## src/rcsd_pkg.sv

```systemverilog
// shared types, constants and the id to slot table for the satellite frame decoder
// no dependencies; used by every module under src
package rcsd_pkg;

  localparam int FRAME_BYTES   = 32;
  localparam int CHANNEL_COUNT = 8;
  localparam int OUT_SLOTS     = 8;
  localparam int QUEUE_DEPTH   = 2;

  localparam int COUNT_W = $clog2(FRAME_BYTES + 1);
  localparam int IDX_W   = $clog2(FRAME_BYTES);
  localparam int SLOT_W  = $clog2(OUT_SLOTS);
  localparam int QPTR_W  = $clog2(QUEUE_DEPTH);
  localparam int QCNT_W  = $clog2(QUEUE_DEPTH + 1);

  localparam int CHAN_W  = 11;
  localparam int VALUE_W = 10;
  localparam int OFFS_W  = 10;
  localparam int LINK_W  = 8;
  localparam int TIME_W  = 32;
  localparam int CFGI_W  = 2;

  localparam int WORD_COUNT  = FRAME_BYTES / 2;
  localparam int HEADER_WORD = FRAME_BYTES / 4;

  localparam logic [COUNT_W-1:0] FRAME_BYTES_C = COUNT_W'(FRAME_BYTES);
  localparam logic [QCNT_W-1:0]  QUEUE_DEPTH_C = QCNT_W'(QUEUE_DEPTH);

  localparam logic [TIME_W-1:0] FRAME_GAP_RST    = 32'd5000;
  localparam logic [TIME_W-1:0] LINK_TIMEOUT_RST = 32'd50000;
  localparam logic [OFFS_W-1:0] FIRST_OFFS_RST   = 10'd988;
  localparam logic [OFFS_W-1:0] OTHER_OFFS_RST   = 10'd1012;

  typedef enum logic [CFGI_W-1:0] {
    CFG_FRAME_GAP    = 2'd0,
    CFG_LINK_TIMEOUT = 2'd1,
    CFG_FIRST_OFFSET = 2'd2,
    CFG_OTHER_OFFSET = 2'd3
  } rcsd_cfg_idx_t;

  typedef struct packed {
    logic [TIME_W-1:0] frame_gap_us;
    logic [TIME_W-1:0] link_timeout_us;
    logic [OFFS_W-1:0] first_channel_offset;
    logic [OFFS_W-1:0] other_channel_offset;
  } rcsd_cfg_t;

  // one classified request handed from the front to the back
  typedef struct packed {
    logic                         decode;
    logic [LINK_W-1:0]            link;
    logic [FRAME_BYTES-1:0][7:0]  frame;
  } rcsd_job_t;

  typedef struct packed {
    logic              hit;
    logic [SLOT_W-1:0] slot;
  } rcsd_slot_t;

  localparam logic [5:0] ID_FIRST    = 6'd0;

  function automatic rcsd_slot_t slot_of(input logic [5:0] id);
    rcsd_slot_t r;
    r.hit  = 1'b1;
    r.slot = '0;
    unique case (id)
      6'd0:    r.slot = SLOT_W'(2);
      6'd1:    r.slot = SLOT_W'(0);
      6'd2:    r.slot = SLOT_W'(1);
      6'd3:    r.slot = SLOT_W'(3);
      6'd4:    r.slot = SLOT_W'(4);
      6'd5:    r.slot = SLOT_W'(5);
      6'd7:    r.slot = SLOT_W'(6);
      6'd8:    r.slot = SLOT_W'(7);
      default: r.hit  = 1'b0;
    endcase
    return r;
  endfunction

endpackage

```

## src/rc_satellite_frame_decoder.sv

```systemverilog
// Receiver-satellite serial frame decoder. Each input request is a received byte
// (command 0) or a status poll (command 1) stamped with a free-running microsecond
// time; every request yields exactly one result carrying the eight channel slots,
// the link counter and a flag telling whether that request decoded a frame. A byte
// arriving more than frame_gap_us after the previous one starts a new frame, and a
// complete 32-byte frame is decoded at that moment. One request is taken per clock
// cycle while in_ready is high; the front end classifies it in the accepting cycle,
// a two-entry queue separates it from the back end, and the back end decodes all
// words of the frame in a single step into its output register, so a request passes
// through a queue entry and then the output register. Throughput is set by the
// output register: while the consumer holds out_ready low the queue fills and
// in_ready drops after two further requests. Configuration writes are accepted in
// any cycle and belong to idle periods.
// depends on rcsd_pkg, rcsd_front, rcsd_queue, rcsd_back
module rc_satellite_frame_decoder (
  input  logic                                clk,
  input  logic                                rst,
  // configuration write channel
  input  logic                                cfg_valid,
  output logic                                cfg_ready,
  input  logic [rcsd_pkg::CFGI_W-1:0]         cfg_index,
  input  logic [31:0]                         cfg_data,
  // request channel
  input  logic                                in_valid,
  output logic                                in_ready,
  input  logic                                command,
  input  logic [7:0]                          data_byte,
  input  logic [rcsd_pkg::TIME_W-1:0]         now_us,
  // result channel
  output logic                                out_valid,
  input  logic                                out_ready,
  output logic [rcsd_pkg::CHAN_W-1:0]         throttle,
  output logic [rcsd_pkg::CHAN_W-1:0]         roll,
  output logic [rcsd_pkg::CHAN_W-1:0]         pitch,
  output logic [rcsd_pkg::CHAN_W-1:0]         yaw,
  output logic [rcsd_pkg::CHAN_W-1:0]         mode_channel,
  output logic [rcsd_pkg::CHAN_W-1:0]         aux_one,
  output logic [rcsd_pkg::CHAN_W-1:0]         aux_two,
  output logic [rcsd_pkg::CHAN_W-1:0]         aux_three,
  output logic [rcsd_pkg::LINK_W-1:0]         link_count,
  output logic                                frame_decoded
);

  rcsd_pkg::rcsd_cfg_t  cfg;
  rcsd_pkg::rcsd_job_t  front_job;
  rcsd_pkg::rcsd_job_t  back_job;
  logic                 front_valid;
  logic                 front_ready;
  logic                 back_valid;
  logic                 back_ready;
  logic [rcsd_pkg::OUT_SLOTS-1:0][rcsd_pkg::CHAN_W-1:0] chan;

  // configuration registers, never back-pressured
  assign cfg_ready = 1'b1;

  always_ff @(posedge clk) begin
    if (rst) begin
      cfg.frame_gap_us         <= rcsd_pkg::FRAME_GAP_RST;
      cfg.link_timeout_us      <= rcsd_pkg::LINK_TIMEOUT_RST;
      cfg.first_channel_offset <= rcsd_pkg::FIRST_OFFS_RST;
      cfg.other_channel_offset <= rcsd_pkg::OTHER_OFFS_RST;
    end else if (cfg_valid && cfg_ready) begin
      unique case (rcsd_pkg::rcsd_cfg_idx_t'(cfg_index))
        rcsd_pkg::CFG_FRAME_GAP:    cfg.frame_gap_us         <= cfg_data;
        rcsd_pkg::CFG_LINK_TIMEOUT: cfg.link_timeout_us      <= cfg_data;
        rcsd_pkg::CFG_FIRST_OFFSET: cfg.first_channel_offset <= cfg_data[rcsd_pkg::OFFS_W-1:0];
        rcsd_pkg::CFG_OTHER_OFFSET: cfg.other_channel_offset <= cfg_data[rcsd_pkg::OFFS_W-1:0];
      endcase
    end
  end

  // front: gap detection, byte store, link counter
  rcsd_front u_front (
    .clk       (clk),
    .rst       (rst),
    .cfg       (cfg),
    .in_valid  (in_valid),
    .in_ready  (in_ready),
    .command   (command),
    .data_byte (data_byte),
    .now_us    (now_us),
    .job_valid (front_valid),
    .job       (front_job),
    .job_ready (front_ready)
  );

  // decoupling queue, lets the front keep taking requests while a result waits
  rcsd_queue u_queue (
    .clk        (clk),
    .rst        (rst),
    .push_valid (front_valid),
    .push_ready (front_ready),
    .push_data  (front_job),
    .pop_valid  (back_valid),
    .pop_ready  (back_ready),
    .pop_data   (back_job)
  );

  // back: word decode into channel slots, result register
  rcsd_back u_back (
    .clk           (clk),
    .rst           (rst),
    .cfg           (cfg),
    .job_valid     (back_valid),
    .job_ready     (back_ready),
    .job           (back_job),
    .out_valid     (out_valid),
    .out_ready     (out_ready),
    .chan          (chan),
    .link_count    (link_count),
    .frame_decoded (frame_decoded)
  );

  // slot order on the ports
  assign throttle     = chan[0];
  assign roll         = chan[1];
  assign pitch        = chan[2];
  assign yaw          = chan[3];
  assign mode_channel = chan[4];
  assign aux_one      = chan[5];
  assign aux_two      = chan[6];
  assign aux_three    = chan[7];

  // a decode clears the link counter before counting the byte that caused it
  a_decode_link_one: assert property (@(posedge clk) disable iff (rst)
    (out_valid && frame_decoded) |-> (link_count == 8'd1))
    else $error("decoded frame with link count other than one");

  // the front only stalls when the queue holds a pending request
  a_stall_needs_queue: assert property (@(posedge clk) disable iff (rst)
    !in_ready |-> back_valid)
    else $error("request stalled with empty queue");

  // channel slots move only with a result that decoded a frame
  a_chan_moves_on_decode: assert property (@(posedge clk) disable iff (rst)
    (!$past(rst) && !$stable(throttle)) |-> (out_valid && frame_decoded))
    else $error("channel changed without a decoded frame");

endmodule

```

## src/rcsd_front.sv

```systemverilog
// front end: frame timing, byte collection and link counter; classifies each request
// depends on rcsd_pkg
module rcsd_front (
  input  logic                          clk,
  input  logic                          rst,
  input  rcsd_pkg::rcsd_cfg_t           cfg,
  input  logic                          in_valid,
  output logic                          in_ready,
  input  logic                          command,
  input  logic [7:0]                    data_byte,
  input  logic [rcsd_pkg::TIME_W-1:0]   now_us,
  output logic                          job_valid,
  output rcsd_pkg::rcsd_job_t           job,
  input  logic                          job_ready
);

  logic [rcsd_pkg::TIME_W-1:0]             last_byte_time;
  logic [rcsd_pkg::COUNT_W-1:0]            byte_count;
  logic [rcsd_pkg::LINK_W-1:0]             link_counter;
  logic [rcsd_pkg::FRAME_BYTES-1:0][7:0]   frame_buffer;

  logic [rcsd_pkg::TIME_W-1:0]  elapsed;
  logic                         gap;
  logic                         timed_out;
  logic                         decode;
  logic                         store;
  logic                         accept;
  logic [rcsd_pkg::COUNT_W-1:0] base;
  logic [rcsd_pkg::COUNT_W-1:0] byte_count_next;
  logic [rcsd_pkg::LINK_W-1:0]  link_counter_next;

  assign in_ready  = job_ready;
  assign job_valid = in_valid;
  assign accept    = in_valid & job_ready;

  always_comb begin
    elapsed   = now_us - last_byte_time;
    gap       = elapsed > cfg.frame_gap_us;
    timed_out = elapsed > cfg.link_timeout_us;
    decode    = !command && gap && (byte_count == rcsd_pkg::FRAME_BYTES_C);
    base      = gap ? '0 : byte_count;
    store     = base < rcsd_pkg::FRAME_BYTES_C;
    byte_count_next = store ? base + 1'b1 : base;
    if (command) begin
      link_counter_next = timed_out ? '0 : link_counter;
    end else begin
      link_counter_next = (decode ? '0 : link_counter) + 1'b1;
    end
    job.decode = decode;
    job.link   = link_counter_next;
    job.frame  = frame_buffer;
  end

  always_ff @(posedge clk) begin
    if (rst) begin
      last_byte_time <= '0;
      byte_count     <= '0;
      link_counter   <= '0;
    end else if (accept) begin
      link_counter <= link_counter_next;
      if (!command) begin
        last_byte_time <= now_us;
        byte_count     <= byte_count_next;
      end
    end
  end

  // bytes past a full frame are dropped
  always_ff @(posedge clk) begin
    if (accept && !command && store) begin
      frame_buffer[base[rcsd_pkg::IDX_W-1:0]] <= data_byte;
    end
  end

endmodule

```

## src/rcsd_queue.sv

```systemverilog
// two-entry request queue between front and back
// depends on rcsd_pkg
module rcsd_queue (
  input  logic                 clk,
  input  logic                 rst,
  input  logic                 push_valid,
  output logic                 push_ready,
  input  rcsd_pkg::rcsd_job_t  push_data,
  output logic                 pop_valid,
  input  logic                 pop_ready,
  output rcsd_pkg::rcsd_job_t  pop_data
);

  rcsd_pkg::rcsd_job_t         entries [rcsd_pkg::QUEUE_DEPTH];
  logic [rcsd_pkg::QPTR_W-1:0] wr_ptr;
  logic [rcsd_pkg::QPTR_W-1:0] rd_ptr;
  logic [rcsd_pkg::QCNT_W-1:0] count;
  logic                        push;
  logic                        pop;

  function automatic logic [rcsd_pkg::QCNT_W-1:0] QCNT_ONE(input logic b);
    return {{(rcsd_pkg::QCNT_W-1){1'b0}}, b};
  endfunction

  assign push_ready = count != rcsd_pkg::QUEUE_DEPTH_C;
  assign pop_valid  = count != '0;
  assign pop_data   = entries[rd_ptr];
  assign push       = push_valid & push_ready;
  assign pop        = pop_valid & pop_ready;

  always_ff @(posedge clk) begin
    if (rst) begin
      wr_ptr <= '0;
      rd_ptr <= '0;
      count  <= '0;
    end else begin
      if (push) wr_ptr <= wr_ptr + 1'b1;
      if (pop)  rd_ptr <= rd_ptr + 1'b1;
      count <= count + QCNT_ONE(push) - QCNT_ONE(pop);
    end
  end

  always_ff @(posedge clk) begin
    if (push) entries[wr_ptr] <= push_data;
  end

endmodule

```

## src/rcsd_back.sv

```systemverilog
// back end: frame word decode into channel slots and the result register
// depends on rcsd_pkg
module rcsd_back (
  input  logic                                          clk,
  input  logic                                          rst,
  input  rcsd_pkg::rcsd_cfg_t                           cfg,
  input  logic                                          job_valid,
  output logic                                          job_ready,
  input  rcsd_pkg::rcsd_job_t                           job,
  output logic                                          out_valid,
  input  logic                                          out_ready,
  output logic [rcsd_pkg::OUT_SLOTS-1:0][rcsd_pkg::CHAN_W-1:0] chan,
  output logic [rcsd_pkg::LINK_W-1:0]                   link_count,
  output logic                                          frame_decoded
);

  logic [rcsd_pkg::OUT_SLOTS-1:0][rcsd_pkg::CHAN_W-1:0] chan_next;
  logic pop;

  assign job_ready = !out_valid || out_ready;
  assign pop       = job_valid && job_ready;

  // per slot, the last matching word of the frame wins
  always_comb begin
    logic [15:0]               word;
    logic [rcsd_pkg::OFFS_W-1:0] offs;
    rcsd_pkg::rcsd_slot_t      hit;
    chan_next = chan;
    for (int s = 0; s < rcsd_pkg::OUT_SLOTS; s++) begin
      for (int w = 1; w < rcsd_pkg::WORD_COUNT; w++) begin
        word = {job.frame[2*w], job.frame[2*w+1]};
        hit  = rcsd_pkg::slot_of(word[15:10]);
        offs = (word[15:10] == rcsd_pkg::ID_FIRST) ? cfg.first_channel_offset
                                                   : cfg.other_channel_offset;
        if (w != rcsd_pkg::HEADER_WORD && hit.hit && word[9:0] != '0 &&
            hit.slot == rcsd_pkg::SLOT_W'(s) && int'(hit.slot) < rcsd_pkg::CHANNEL_COUNT) begin
          chan_next[s] = rcsd_pkg::CHAN_W'(word[9:0]) + rcsd_pkg::CHAN_W'(offs);
        end
      end
    end
  end

  always_ff @(posedge clk) begin
    if (rst) begin
      out_valid <= 1'b0;
      chan      <= '0;
    end else if (pop) begin
      out_valid <= 1'b1;
      if (job.decode) chan <= chan_next;
    end else if (out_ready) begin
      out_valid <= 1'b0;
    end
  end

  always_ff @(posedge clk) begin
    if (pop) begin
      link_count    <= job.link;
      frame_decoded <= job.decode;
    end
  end

endmodule

```

## config.mk

```make
export PLATFORM = sky130hd
export DESIGN_NAME = rc_satellite_frame_decoder
export DESIGN_NICKNAME = d
export VERILOG_FILES = /design/src/rcsd_pkg.sv /design/src/rc_satellite_frame_decoder.sv /design/src/rcsd_front.sv /design/src/rcsd_queue.sv /design/src/rcsd_back.sv
export SDC_FILE = /design/constraint.sdc
export NUM_CORES = 2
export LEC_CHECK = 0
export ABC_AREA = 1
export CORE_UTILIZATION = 40
export CTS_CLUSTER_DIAMETER = 30
export CTS_CLUSTER_SIZE = 28
export DETAILED_ROUTE_END_ITERATION = 10
export DONT_BUFFER_PORTS = 1
export HOLD_SLACK_MARGIN = 0.02
export SYNTH_ARGS = -nofsm -noshare
export SYNTH_HDL_FRONTEND = slang
export SYNTH_SLANG_ARGS = --single-unit
```

## constraint.sdc

```tcl
create_clock -name clk -period 31 [get_ports clk]
set_clock_uncertainty 0.05 [all_clocks]
set_input_delay 6.2 -clock clk [delete_from_list [all_inputs] [get_ports clk]]
set_output_delay 6.2 -clock clk [all_outputs]
set_load 0.05 [all_outputs]
```

-- Word-level counts from Yosys, hierarchy flattened
Memories as Yosys holds them, arrays and structs flattened. A register that Yosys moved wholly into a read port is not among the register bits.
Cells that the tools add are included.
- bits in writable memories: 530
- flip-flop bits (word level): 488
- memories kept: 1
- input bits: 80
- output and inout port bits: 100
- magnitude comparators: 5
- add/sub/neg operators: 21
- bitwise gates (word level): 3
- multiplexer cells: 168
- reductions and logical operators: 215
- equal/unequal tests: 201
- memories (memory ; depth ; bits a word ; rd ports ; clocked after Yosys merged registers in ; write ports ; line ; RTL):
    u_queue.entries ; 2 ; 265 ; 1 ; 1 ; 1 ; rcsd_queue.sv:14 ; rcsd_pkg::rcsd_job_t entries [rcsd_pkg::QUEUE_DEPTH];
- operators with widths (kind ; count):
    11-bit two-way mux ; 112
    3-bit one-hot mux with 7 select lines ; 14
    256-bit bitwise mux ; 1
    6-bit by 3-bit equality test with 1-bit output (second input constant) ; 42
    3-bit equality test (second input constant) ; 56
    6-bit by 2-bit equality test with 1-bit output (second input constant) ; 28
    10-bit by 10-bit adder with 11-bit output ; 14
    10-bit two-way mux ; 14
    10-bit nonzero test ; 14
    1-bit logical AND ; 132
    14-bit nonzero test ; 8
    8-bit OR reduction ; 14
    3-bit by 2-bit equality test with 1-bit output (second input constant) ; 28
    6-bit by 1-bit equality test with 1-bit output (second input constant) ; 14
    6-bit by 4-bit equality test with 1-bit output (second input constant) ; 14
    6-bit zero test ; 14
    32-bit greater-than comparator ; 2
    3-bit by 1-bit equality test with 1-bit output (second input constant) ; 14
    3-bit zero test ; 14
    8-bit demux with 5-bit select ; 1
    8-bit two-way mux ; 4
    32-bit subtractor ; 1
    3-bit AND reduction ; 8
    1-bit two-way mux ; 20
    20 further kinds ; 30

-- Longest topological paths before layout
- depth in word-level cells: 19
- mapped depth: 45
- gate-level depth less buffers: 39

-- Hierarchy
A second synthesis with hierarchy kept.
- cell total of the unflattened synthesis: 7605
- area total of the unflattened synthesis: 62170.9 um^2
- by module, submodules not included (module ; cells an instance ; instances ; area an instance (um^2)):
    rcsd_back ; 5125 ; 1 ; 26007.4
    rcsd_queue ; 860 ; 1 ; 19454.9
    rcsd_front ; 1121 ; 1 ; 13306.5
    rc_satellite_frame_decoder ; 499 ; 1 ; 3402.0

-- Worst setup path after synthesis
OpenSTA, ideal clock, no wires.
- path kind: input-to-reg
- start: input in_valid
- end: memory u_queue.entries[1][100] (netlist bit) (enable)
- slack: 13905 ps
- library setup time: 833 ps
- buffers on the path: 1
- arrival time: 16212 ps
- required time: 30117 ps
- stages: 3
- cell sequence: nand2_1 -> clkbuf_1 -> nor2_1
- cells in the longest elaborated chain, start to end: 3
- ends and longest elaborated chain (item ; line ; RTL):
    from (decl) ; rc_satellite_frame_decoder.sv:24 ; input logic in_valid,
    1-bit bitwise AND ; rcsd_queue.sv:28 ; assign push = push_valid & push_ready;
    1-bit two-way mux ; rcsd_queue.sv:44 ; if (push) entries[wr_ptr] <= push_data;
    1-bit two-way mux (implied by the code) ; rcsd_queue.sv:44 ;
    to (decl) ; rcsd_queue.sv:14 ;
Every way passes these cells.

-- Final worst setup path
- start: input now_us[0] (netlist bit)
- end: register u_front.frame_buffer (netlist bit u_front.job[246]) (enable)
- cells in the longest elaborated chain, start to end: 5
- ends and longest elaborated chain (item ; line ; RTL):
    from (decl) ; rc_satellite_frame_decoder.sv:28 ; input logic [rcsd_pkg::TIME_W-1:0] now_us,
    32-bit subtractor ; rcsd_front.sv:37 ; elapsed = now_us - last_byte_time;
    32-bit greater-than comparator ; rcsd_front.sv:38 ; gap = elapsed > cfg.frame_gap_us;
    6-bit two-way mux ; rcsd_front.sv:41 ; base = gap ? '0 : byte_count;
    6-bit less-than comparator ; rcsd_front.sv:42 ; store = base < rcsd_pkg::FRAME_BYTES_C;
    1-bit logical AND ; rcsd_front.sv:70 ; if (accept && !command && store) begin
    to (signal, indexed assignment) ; rcsd_front.sv:71 ; frame_buffer[base[rcsd_pkg::IDX_W-1:0]] <= data_byte;
    to (decl) ; rcsd_front.sv:20 ; logic [rcsd_pkg::FRAME_BYTES-1:0][7:0] frame_buffer;
Every way passes these cells.
A chain may end at the register's enable or synchronous reset.

==> flow_summary.json <==
{
  "status": "finished, final reports clean",
  "antenna_left": 0,
  "max_freq_mhz": 78.6,
  "reg2regPathDepth": 28,
  "grt_pass1_wl_mm": 327,
  "place.gp.congestion": 1.02,
  "rsz0062_at_grt": "no",
  "cts.path.max_buffers": 3,
  "die_width_um": 387,
  "cpPeakStageDelay_ns": 0.86,
  "cts-root-buf": "clkbuf_16",
  "finalPower_mw": 7.09,
  "min_period_ns": 12.72,
  "place_area_um2": 60600,
  "cts.sinks": 923,
  "grt_start_max_net_pins": 141,
  "critical-path-top-delay-family": "compound AO/OA/AOI/OAI gates",
  "synthTopCellsByArea": "edfxtp_1 (35%), nand2_1 (17%), dfxtp_1 (7.6%)",
  "cts_resized": 0,
  "syn_area_per_cell_um2": 7.42,
  "synth_edf_count": 699,
  "first_pass_iters": 9,
  "async_flop_share": 0,
  "crit_path_top_delay_cell": "nor2_1",
  "io_buffer_count": 0,
  "clk_latency_ns": 0.80,
  "yosysTopAreaCell": "edfxtp_1",
  "cts_tree": "yes",
  "p_per_area_nw_per_um2": 106,
  "ys.flop_type": "edfxtp_1",
  "syn_inst": 7995,
  "min_path_type": "reg2reg",
  "ys_seq_area_frac": 0.430,
  "clk_pin_slew_ns": 0.05,
  "die_h_um": 387,
  "via_per_inst": 5.46,
  "required_ns": 31.32,
  "worst_pin_slew_ns": 1.30,
  "nets": 8255,
  "grt_overflow_total": 0,
  "post_cts_buffers": 0,
  "cts_buffers": 182,
  "grt_pass1_vias": 50100,
  "worst_hold_slack_ns": 0.337,
  "antenna_found_initial": 3,
  "drc": 0,
  "syn-cell-area_um2": 59300,
  "drt-initial-drc-count": 6510,
  "fin_area_um2": 67000,
  "synth_common_cells": "nand2_1 (2637), inv_1 (1049), o21ai_0 (776), edfxtp_1 (699), a21oi_1 (674)",
  "criticalPathCategory": "in2reg",
  "routedWlPerCell_um": 22.6,
  "synthesis.nets": 8332,
  "crit_path_start_kind": "input port",
  "end_kind": "flop",
  "cts_max_level": 4,
  "wl_mm": 226,
  "synth_cell_types": 66,
  "slew_headroom": 0.128,
  "syn_to_final_growth_pct": 12.9,
  "setup_tns_ns": 0,
  "cts_hold_buf": 0,
  "vias": 54600,
  "maxSlewViolCount": 0,
  "cap_violations": 0,
  "initial_utilization": 0.405,
  "yosysMostFrequentCell": "nand2_1",
  "cp_data_arrival_time_ns": 13.05,
  "synth_top_area_frac": 0.354,
  "yosysWarningCount": 0,
  "cp.buffers_inverters": 3,
  "synth-seq-cells": 923,
  "setup_viol": 0,
  "cp.depth": 29,
  "drive_gt1_frac": 0.0666,
  "post-route-period-util": 0.410,
  "dieArea_um2": 150000,
  "irDropWorstVdd_mv": 0.0596,
  "rows": 140,
  "p_leak_nw": 29.7,
  "cp_max_fo": 8,
  "hold_depth": 0,
  "dp_hpwl_mm": 170,
  "ios": 180,
  "coreArea_um2": 146000,
  "hold_viol": 0,
  "utilization": 0.457,
  "gr-usage-all-layers": 0.292
}
## flip-flops by register name (all words and copies together), names as in the netlist, named ones only
name and cells:
cfg 84, u_front.job 224, u_back.link_count 8, u_queue.entries 466, u_front.last_byte_time 32, u_queue.rd_ptr 1, u_front.link_counter 8, u_back.frame_decoded 1
u_queue.wr_ptr 1, u_back.out_valid 1, u_back.chan 88, u_front.byte_count 6, u_queue.count 2
## cells by family (layout without fill, tap and decap cells)
logic type      count (synthesis)  in the layout  synth area share
compound gates               1658           1658             0.148
xor+xnor                      134            134            0.0198
fa+ha+maj                     257            257            0.0561
buf+inv                      1445           1528            0.0992
flops                         923            923             0.430
mux                            27             27           0.00456
other cells                     1              3         0.0000632
simple gates                 3550           3550             0.243
## final timing paths
check / from / endpoint / slack (ns)
min reg2reg: u_front.job[188]$_DFFE_PP_ / u_queue.entries[0][188]$_DFFE_PP_ / 0.34
max reg2reg: u_front.last_byte_time[0]$_SDFFE_PP0P_ / u_front.job[246]$_DFFE_PP_ / 23.44
max: now_us[0] / u_front.job[246]$_DFFE_PP_ / 18.28
min: u_front.job[188]$_DFFE_PP_ / u_queue.entries[0][188]$_DFFE_PP_ / 0.34
## routing by layer
metal / up-vias / wire length [um] / GRT usage
met5: - / 18 / 0
met4: 2 / 8590 / 0.112
met3: 435 / 19200 / 0.0454
met2: 2529 / 99600 / 0.452
met1: 25600 / 98400 / 0.410
li1: 26000 / - / -
## placed cells by master (no fill, tap or decap), types with 9 or more instances in the layout
cell / n
nand2_2: 12
clkinvlp_4: 25
buf_4: 60
dfxtp_1: 223
or2_1: 15
o21ai_0: 776
bufinv_16: 19
nor4_1: 26
xor2_1: 96
a21oi_1: 674
nand3_2: 12
nand4_1: 53
nor3_1: 65
a31oi_1: 23
clkbuf_16: 184
or2_2: 37
clkinv_4: 18
edfxtp_1: 699
xnor2_1: 38
nor2_1: 355
inv_2: 51
inv_6: 11
clkinv_2: 27
o21bai_1: 18
fa_1: 15
clkinv_1: 38
o21ai_1: 39
a211oi_1: 13
clkbuf_1: 21
nand3_1: 285
clkinv_16: 12
inv_1: 1048
o211ai_1: 46
nor3_2: 9
nand2_1: 2637
ha_1: 242
mux2i_1: 27
nor2_2: 19
a21o_1: 9
## metrics by stage
stage / worst slack (ns) / cells
2_1_floorplan: 13.91 / 7995
3_5_place_dp: 17.37 / 9651
5_1_grt: 17.49 / 9995
3_3_place_gp: 17.48 / 9651
6_report: 18.28 / 9997
4_1_cts: 18.17 / 9995
## layout make-up
| class | count | area [um2] |
|---|---|---|
| Antenna cell | 2 | 5.00 |
| Multi-Input combinational cell | 5627 | 28000 |
| Fill cell | 14400 | 79500 |
| Clock inverter | 131 | 1610 |
| Tap cell | 1917 | 2400 |
| Sequential cell | 923 | 25500 |
| Inverter | 1122 | 4220 |
| Timing Repair Buffer | 62 | 490 |
| Clock buffer | 213 | 4790 |
## power breakdown
group | internal (mW) | switching [mW] | total [mW]
Combinational | 0.843 | 2.70 | 3.55
Sequential | 1.45 | 0.120 | 1.57
Clock | 1.28 | 0.686 | 1.97
Power figures use the tool's default switching activity.
